## src/rtl/mpbp_pkg.sv

```systemverilog
package mpbp_pkg;

    localparam int DATA_W     = 32;
    localparam int CFG_ADDR_W = 2;
    localparam int BBM_W      = 2;
    localparam int CNT_W      = 6;
    localparam int IDX_W      = 5;

    localparam logic [CFG_ADDR_W-1:0] CFG_USED_BIT_MASK         = 2'd0;
    localparam logic [CFG_ADDR_W-1:0] CFG_BLOCK_BYTES_MINUS_ONE = 2'd1;
    localparam logic [CFG_ADDR_W-1:0] CFG_FILL_MASK             = 2'd2;

    localparam logic [DATA_W-1:0] RST_USED_BIT_MASK         = 32'hFFFF_FFFF;
    localparam logic [BBM_W-1:0]  RST_BLOCK_BYTES_MINUS_ONE = 2'd0;
    localparam logic [DATA_W-1:0] RST_FILL_MASK             = 32'h0000_00FF;

    localparam logic [BBM_W-1:0] BBM_8  = 2'd0;
    localparam logic [BBM_W-1:0] BBM_16 = 2'd1;
    localparam logic [BBM_W-1:0] BBM_24 = 2'd2;

    typedef struct packed {
        logic [DATA_W-1:0] pixel;
        logic              last_pixel;
    } pixel_t;

    typedef struct packed {
        logic [DATA_W-1:0] block;
        logic              end_of_stream;
        logic              last_of_run;
    } block_t;

    function automatic logic [DATA_W-1:0] block_mask(input logic [BBM_W-1:0] bbm);
        logic [DATA_W-1:0] m;
        case (bbm)
            BBM_8:   m = 32'h0000_00FF;
            BBM_16:  m = 32'h0000_FFFF;
            BBM_24:  m = 32'h00FF_FFFF;
            default: m = 32'hFFFF_FFFF;
        endcase
        return m;
    endfunction

endpackage

```

## src/rtl/masked_pixel_bit_packer.sv

```systemverilog
// first block: a pixel taken into the work stage register reaches the result stage register
// work stage: a pixel holds the work stage for a step per block it completes, and a closing
// step when bits remain after its last completed block or it completes none; a new pixel
// can be taken in the step that finishes the last, and result stalls hold the steps
// reset: aresetn is synchronous, active low; it restores the register defaults
// and empties the work and result stages
module masked_pixel_bit_packer #(
    parameter int PIXEL_BITS = 32
) (
    input  logic                                aclk,
    input  logic                                aresetn,
    input  logic                                s_valid,
    output logic                                s_ready,
    input  mpbp_pkg::pixel_t                    s_data,
    output logic                                m_valid,
    input  logic                                m_ready,
    output mpbp_pkg::block_t                    m_data,
    input  logic                                cfg_wr_en,
    input  logic [mpbp_pkg::CFG_ADDR_W-1:0]     cfg_addr,
    input  logic [mpbp_pkg::DATA_W-1:0]         cfg_wdata
);

    localparam int W = mpbp_pkg::DATA_W;
    localparam logic [W-1:0] PIX_MASK = W'((33'h1 << PIXEL_BITS) - 33'h1);
    localparam logic [W-1:0] ONES = '1;

    // configuration
    logic [W-1:0]                  used_reg, used_next;
    logic [mpbp_pkg::BBM_W-1:0]    bbm_reg, bbm_next;
    logic [W-1:0]                  fill_reg, fill_next;
    logic                          cfg_restart;

    // derived from configuration
    logic [W-1:0]                  fill_eff_reg, fill_eff_next;
    logic [W-1:0]                  used_eff_next;
    logic [mpbp_pkg::CNT_W-1:0]    k_reg, k_next;
    logic [mpbp_pkg::CNT_W-1:0]    ucnt_reg, ucnt_next;
    logic [mpbp_pkg::IDX_W-1:0]    rank_reg [W];
    logic [mpbp_pkg::IDX_W-1:0]    rank_next [W];
    logic [mpbp_pkg::IDX_W-1:0]    urank [W];
    logic [mpbp_pkg::IDX_W-1:0]    src_reg [W];
    logic [mpbp_pkg::IDX_W-1:0]    src_next [W];
    logic [W-1:0]                  urev_reg, urev_next;

    // work stage
    logic                          work_valid_reg, work_valid_next;
    logic [W-1:0]                  rem_reg, rem_next;
    logic [mpbp_pkg::CNT_W-1:0]    cnt_reg, cnt_next;
    logic                          last_reg, last_next;
    logic [W-1:0]                  ext;

    // packing state, accumulator held in fill order
    logic [W-1:0]                  acc_reg, acc_next;
    logic [mpbp_pkg::IDX_W-1:0]    slot_reg, slot_next;

    // result stage
    logic                          m_valid_reg, m_valid_next;
    mpbp_pkg::block_t              m_data_reg, m_data_next;

    logic                          out_free, step, fill_empty, full, pix_done, emit;
    logic                          run_end;
    logic [mpbp_pkg::CNT_W-1:0]    avail, take, shamt, slot_sum, cnt_after;
    logic [W-1:0]                  acc_new, blk;
    logic                          s_accept;

    always_comb begin
        used_next   = used_reg;
        bbm_next    = bbm_reg;
        fill_next   = fill_reg;
        cfg_restart = 1'b0;
        if (!aresetn) begin
            used_next = mpbp_pkg::RST_USED_BIT_MASK;
            bbm_next  = mpbp_pkg::RST_BLOCK_BYTES_MINUS_ONE;
            fill_next = mpbp_pkg::RST_FILL_MASK;
        end else if (cfg_wr_en) begin
            case (cfg_addr)
                mpbp_pkg::CFG_USED_BIT_MASK: begin
                    used_next   = cfg_wdata;
                    cfg_restart = 1'b1;
                end
                mpbp_pkg::CFG_BLOCK_BYTES_MINUS_ONE: begin
                    bbm_next    = cfg_wdata[mpbp_pkg::BBM_W-1:0];
                    cfg_restart = 1'b1;
                end
                mpbp_pkg::CFG_FILL_MASK: begin
                    fill_next   = cfg_wdata;
                    cfg_restart = 1'b1;
                end
                default: begin
                    cfg_restart = 1'b0;
                end
            endcase
        end
    end

    // fill ranks for the deposit, source index of each taken pixel bit
    always_comb begin
        fill_eff_next = fill_next & mpbp_pkg::block_mask(bbm_next);
        used_eff_next = used_next & PIX_MASK;
        k_next        = mpbp_pkg::CNT_W'($countones(fill_eff_next));
        ucnt_next     = mpbp_pkg::CNT_W'($countones(used_eff_next));
        for (int p = 0; p < W; p++) begin
            rank_next[p] = mpbp_pkg::IDX_W'($countones(fill_eff_next & ((W'(1) << p) - W'(1))));
            urank[p]     = mpbp_pkg::IDX_W'($countones(used_eff_next & ((W'(1) << p) - W'(1))));
        end
        for (int t = 0; t < W; t++) begin
            src_next[t] = '0;
            for (int p = 0; p < W; p++) begin
                if (used_eff_next[p] && (urank[p] == mpbp_pkg::IDX_W'(t))) begin
                    src_next[t] = src_next[t] | mpbp_pkg::IDX_W'(p);
                end
            end
        end
        urev_next = ~(ONES >> ucnt_next);
    end

    // taken bits, first one at the top
    always_comb begin
        for (int t = 0; t < W; t++) begin
            ext[W-1-t] = s_data.pixel[src_reg[t]] & urev_reg[W-1-t];
        end
    end

    always_comb begin
        out_free   = !m_valid_reg || m_ready;
        step       = work_valid_reg && out_free;
        fill_empty = (k_reg == '0);
        avail      = k_reg - {1'b0, slot_reg};
        full       = !fill_empty && (cnt_reg >= avail);
        take       = full ? avail : cnt_reg;
        shamt      = mpbp_pkg::CNT_W'(W) - k_reg + {1'b0, slot_reg};
        acc_new    = acc_reg | (rem_reg >> shamt);
        slot_sum   = {1'b0, slot_reg} + cnt_reg;
        cnt_after  = cnt_reg - take;
        pix_done   = fill_empty || !full || (cnt_after == '0);
        // no further block from this pixel after this step's block
        run_end    = !full || ((cnt_after < k_reg) && !(last_reg && (cnt_after != '0)));
        for (int p = 0; p < W; p++) begin
            blk[p] = fill_eff_reg[p] & acc_new[rank_reg[p]];
        end
        emit = 1'b0;
        if (!fill_empty) begin
            if (full) begin
                emit = 1'b1;
            end else begin
                emit = last_reg && (slot_sum != '0);
            end
        end
        s_ready  = !work_valid_reg || (step && pix_done);
        s_accept = s_valid && s_ready;
    end

    always_comb begin
        acc_next        = acc_reg;
        slot_next       = slot_reg;
        work_valid_next = work_valid_reg;
        rem_next        = rem_reg;
        cnt_next        = cnt_reg;
        last_next       = last_reg;
        m_valid_next    = m_valid_reg;
        m_data_next     = m_data_reg;

        if (m_ready) begin
            m_valid_next = 1'b0;
        end

        if (step) begin
            if (!fill_empty) begin
                if (full || last_reg) begin
                    acc_next  = '0;
                    slot_next = '0;
                end else begin
                    acc_next  = acc_new;
                    slot_next = slot_sum[mpbp_pkg::IDX_W-1:0];
                end
            end
            if (emit) begin
                m_valid_next                = 1'b1;
                m_data_next.block           = blk;
                m_data_next.end_of_stream   = last_reg && run_end;
                m_data_next.last_of_run     = run_end;
            end
            if (pix_done) begin
                work_valid_next = 1'b0;
            end else begin
                rem_next = rem_reg << take;
                cnt_next = cnt_after;
            end
        end

        if (s_accept) begin
            work_valid_next = 1'b1;
            rem_next        = ext;
            cnt_next        = ucnt_reg;
            last_next       = s_data.last_pixel;
        end

        if (cfg_restart) begin
            acc_next  = '0;
            slot_next = '0;
        end
    end

    always_ff @(posedge aclk) begin
        used_reg     <= used_next;
        bbm_reg      <= bbm_next;
        fill_reg     <= fill_next;
        fill_eff_reg <= fill_eff_next;
        k_reg        <= k_next;
        ucnt_reg     <= ucnt_next;
        urev_reg     <= urev_next;
        rank_reg     <= rank_next;
        src_reg      <= src_next;
        rem_reg      <= rem_next;
        cnt_reg      <= cnt_next;
        last_reg     <= last_next;
        m_data_reg   <= m_data_next;
        if (!aresetn) begin
            work_valid_reg <= 1'b0;
            m_valid_reg    <= 1'b0;
            acc_reg        <= '0;
            slot_reg       <= '0;
        end else begin
            work_valid_reg <= work_valid_next;
            m_valid_reg    <= m_valid_next;
            acc_reg        <= acc_next;
            slot_reg       <= slot_next;
        end
    end

    assign m_valid = m_valid_reg;
    assign m_data  = m_data_reg;

endmodule

```

## config.mk

```make
export PLATFORM = sky130hd
export DESIGN_NAME = masked_pixel_bit_packer
export DESIGN_NICKNAME = d
export VERILOG_FILES = /design/src/rtl/mpbp_pkg.sv /design/src/rtl/masked_pixel_bit_packer.sv
export SDC_FILE = /design/constraint.sdc
export NUM_CORES = 2
export LEC_CHECK = 0
export BUFFER_PORTS_ARGS = -buffer_cell sky130_fd_sc_hd__buf_2
export CORE_UTILIZATION = 65
export CTS_BUF_LIST = sky130_fd_sc_hd__clkbuf_8 sky130_fd_sc_hd__clkbuf_16
export CTS_CLUSTER_SIZE = 25
export DETAILED_ROUTE_END_ITERATION = 6
export HOLD_SLACK_MARGIN = 0.08
export PLACE_DENSITY = 0.82
export SLEW_MARGIN = 20
export SYNTH_ARGS = -nofsm -noshare
export SYNTH_HDL_FRONTEND = slang
export SYNTH_SLANG_ARGS = --single-unit
```

## constraint.sdc

```tcl
create_clock -name aclk -period 12.92 [get_ports aclk]
set_input_delay 0.646 -clock aclk [delete_from_list [all_inputs] [get_ports aclk]]
set_output_delay 0.646 -clock aclk [all_outputs]
set_load 0.1 [all_outputs]
```

==> impl_metrics.tcl, run 1 <==
set metrics [dict create \
    outcome "aborted with a tool error" \
    lastStage "5_1_grt" \
    error "[ERROR GRT-0116] Global routing finished with congestion. Check the congestion regions in the DRC Viewer." \
    cts_setup_buffers 0 \
    die_y_um 292 \
    seq_area_frac_synth 0.212 \
    clk_path_buf_depth 3 \
    syn_avg_cell_area_um2 8.76 \
    holdBufCountCts 0 \
    grt_first_pass_wirelength_um 454000 \
    synthTopCellsByCount "nand2_1, nor2_1, dfxtp_1, mux4_2, inv_1" \
    die_width_um 292 \
    dp_hpwl_um 211000 \
    synth_edf_count 73 \
    synth-seq-cells 544 \
    start_util 0.655 \
    grt.overflow.total 6 \
    cts_resized 0 \
    place.gp.congestion 1.42 \
    synthTopCellsByArea "mux4_2, dfxtp_1, fa_1, ha_1, nand2_1" \
    place_ws_ns 2.19 \
    grt_pass1_vias 62648 \
    syn_area_um2 54800 \
    grt_usage 0.738 \
    cts_inserted_buffers 60 \
    cts_num_sinks 544 \
    place_inst 7067 \
    io_pins 108 \
    yosysWarnings 0 \
    io_buffers 107 \
    synth_top_area_share 0.176 \
    grt_max_degree 57 \
    placementRows 106 \
    synth_nets 6734 \
    htreeDepth 2 \
    root_buffer "clkbuf_16" \
    synth_flop_cell "dfxtp_1" \
    syn_inst 6253 \
    yosysUniqueCellTypes 108 \
    async_reset_ff_frac 0 \
    yosys.area.top_type "mux4_2" \
    yosysMostFrequentCell "nand2_1" \
]
-- through the flow --
| step | hold slack, ns | util | instance area (µm²) |
|---|---|---|---|
| after floorplan | 0.431 | - | 54800 |
| after global placement | 0.440 | 0.667 | 55700 |
| after detailed placement | 0.455 | 0.667 | 55700 |
| after CTS | 0.157 | 0.692 | 57800 |
-- metal layers --
layer	GRT overflow	track usage
met1	0	0.758
met2	2	0.917
met3	1	0.565
met4	3	0.691
met5	0	0.284
-- cell families after synthesis --
group / after synthesis / share of synthesized area
buffers and inverters: 899 / 0.0643
adders and majority gates: 416 / 0.117
muxes: 657 / 0.220
xor gates and xnor gates: 180 / 0.0295
DFF: 544 / 0.212
and+or+nand+nor: 2225 / 0.192
AOI/OAI and AO/OA: 1332 / 0.165
==> run 2, diff against run 1 <==
--- a/config.mk
+++ b/config.mk
@@ -6,12 +6,9 @@
 export NUM_CORES = 2
 export LEC_CHECK = 0
 export BUFFER_PORTS_ARGS = -buffer_cell sky130_fd_sc_hd__buf_2
-export CORE_UTILIZATION = 65
-export CTS_BUF_LIST = sky130_fd_sc_hd__clkbuf_8 sky130_fd_sc_hd__clkbuf_16
-export CTS_CLUSTER_SIZE = 25
+export CORE_UTILIZATION = 40
 export DETAILED_ROUTE_END_ITERATION = 6
-export HOLD_SLACK_MARGIN = 0.08
-export PLACE_DENSITY = 0.82
+export PLACE_DENSITY_LB_ADDON = 0.15
 export SLEW_MARGIN = 20
 export SYNTH_ARGS = -nofsm -noshare
 export SYNTH_HDL_FRONTEND = slang
==> run 2 against run 1 <==
Compared with the run above:
- the flow now finishes, with violations (design-rule violations)
- area after synthesis unchanged
- synthesized cell count unchanged
==> impl_metrics.tcl, run 2 <==
set metrics [dict create \
    grt_usage 0.468 \
    outcome "finished with violations" \
    maxSlewViolCount 0 \
    holdBufCountCts 0 \
    cp_max_fo 20 \
    root_buffer "clkbuf_16" \
    place.gp.congestion 1.19 \
    utilization 0.439 \
    die_width_um 372 \
    rr_worst_depth 25 \
    r2r-end "src_reg[143]$_SDFF_PP1_" \
    drive_gt1_frac 0.163 \
    htreeDepth 3 \
    coreArea_um2 136000 \
    required_ns 13.49 \
    grt_first_pass_wirelength_um 443000 \
    max_freq_mhz 91.5 \
    clk_path_buf_depth 3 \
    yosysMostFrequentCell "nand2_1" \
    yosysWarnings 0 \
    yosys.area.top_type "mux4_2" \
    timing.critical_path.mode_cell "ha_1" \
    start_util 0.404 \
    cap_violations 0 \
    period_share 0.846 \
    async_reset_ff_frac 0 \
    clk_latency_ns 0.70 \
    synthTopCellsByCount "nand2_1, nor2_1, dfxtp_1, mux4_2, inv_1" \
    worstMarginPinSlew_ns 1.32 \
    placementRows 135 \
    synthTopCellsByArea "mux4_2, dfxtp_1, fa_1, ha_1, nand2_1" \
    fin_skew_ns 0.0358 \
    synth_compound_area_frac 0.165 \
    endpoint_kind "register" \
    cts_setup_buffers 0 \
    cpMaxStageDelayCell "nor3b_2" \
    antenna_found_initial 25 \
    grt.overflow.total 0 \
    die_y_um 372 \
    synth_xor_area_frac 0.0295 \
    grt_pass1_vias 52588 \
    cts_resized 0 \
    synth_flop_cell "dfxtp_1" \
    cp-start-kind "primary input" \
    grt_max_degree 46 \
    cts_tree "yes" \
    syn_inst 6253 \
    synth_top_family_by_area "multiplexers" \
    hold-path-endpoint "last_reg$_DFFE_PP_" \
    io_pins 108 \
    synth_edf_count 73 \
    cts_num_sinks 544 \
    cts_inserted_buffers 72 \
    largest_reg_flops 160 \
    synth-simple-area-share 0.192 \
    hold_start "s_data[0]" \
    post_drt_wl_per_cell_um 41.4 \
    setup_viol 0 \
    seq_area_frac_synth 0.212 \
    synth_top_area_share 0.176 \
    min_path_type "in2reg" \
    vias 56225 \
    yosysUniqueCellTypes 108 \
    dp_hpwl_um 248000 \
    io_buffers 107 \
    synthToLayoutAreaGrowth_pct 8.72 \
    r2r_slack_ns 2.79 \
    path_delay_family "adder cells" \
    finalWirelength_um 329000 \
    dr.pass1.iters 7 \
    synth-seq-cells 544 \
    startpoint "cfg_addr[1]" \
    synth_nets 6734 \
    synth_fa_ha_area_frac 0.117 \
    syn_area_um2 54800 \
    violations "design-rule violations" \
    slew_headroom 0.118 \
    drcViolationCount 1 \
    layout_commonest_cell "nand2_1" \
    fin_crit_ns 10.93 \
    r2r-start "used_reg[0]$_DFF_P_" \
    finalHoldViolCount 0 \
    worst-path-buf-inv 6 \
    critPathMaxStageDelay_ns 0.87 \
    rsz0062_at_grt "false" \
    drt_iter0_drc 8180 \
    path_clk_slew_ns 0.06 \
    synthMuxAreaShare 0.220 \
    viasPerCell 7.08 \
    final_cell_mix "nand2_1, nor2_1, dfxtp_1, mux4_2, inv_1" \
    path_class "in2reg" \
    die_area_um2 138000 \
    tns_ns 0 \
    ant_nets 0 \
    crit_arrival_ns 11.50 \
    syn_avg_cell_area_um2 8.76 \
    fin_nets 6577 \
    min_path_cells 1 \
]
run 2: how the worst max path moves through the flow:
stage / cells past startpoint / slack (ns) / end
global route: 27 / 1.70 / src_reg[143]$_SDFF_PP1_
floorplan: 29 / 3.14 / src_reg[68]$_SDFF_PP1_
CTS: 27 / 1.90 / src_reg[143]$_SDFF_PP1_
global placement: 27 / 1.33 / src_reg[143]$_SDFF_PP1_
detailed placement: 27 / 1.19 / src_reg[143]$_SDFF_PP1_
finish: 27 / 1.99 / src_reg[143]$_SDFF_PP1_
run 2: layout make-up:
cell class	count	area, µm²
fill	13399	76100
antenna	16	40.0
tap	1781	2230
clock inverter	23	274
timing repair buffer	251	1670
clock buffer	104	2140
inverter	417	1570
multi-input combinational	4810	40000
sequential	544	11600
run 2: per-stage QoR:
step                      setup WS, ns  instances  instance area, µm²  hold WS (ns)
final                             1.99       7946               59500         0.153
after detailed placement          1.19       7798               56900         0.450
after global routing              1.70       7931               59500         0.134
after CTS                         1.90       7925               59300         0.121
after floorplan                   3.14       6253               54800         0.431
after global placement            1.33       7798               56900         0.442
run 2: per-layer routing:
| layer | wire length [µm] | track usage | vias up |
|---|---|---|---|
| met3 | 38900 | 0.154 | 1253 |
| met4 | 31300 | 0.357 | 24 |
| met2 | 141000 | 0.697 | 4360 |
| met5 | 129 | 0 | - |
| li1 | - | - | 22889 |
| met1 | 118000 | 0.557 | 27699 |
run 2: logic make-up (layout without fill, tap and decap cells):
| logic type | Yosys count | in the layout |
|---|---|---|
| muxes | 657 | 657 |
| buffers and inverters | 899 | 795 |
| other | 0 | 16 |
| DFF | 544 | 544 |
| and+or+nand+nor | 2225 | 2225 |
| adders and majority gates | 416 | 416 |
| AOI/OAI and AO/OA | 1332 | 1332 |
| xor gates and xnor gates | 180 | 180 |
Power of run 2 is not shown: default switching activity piles up to over one toggle a cycle in this logic, so the estimate is an artifact.
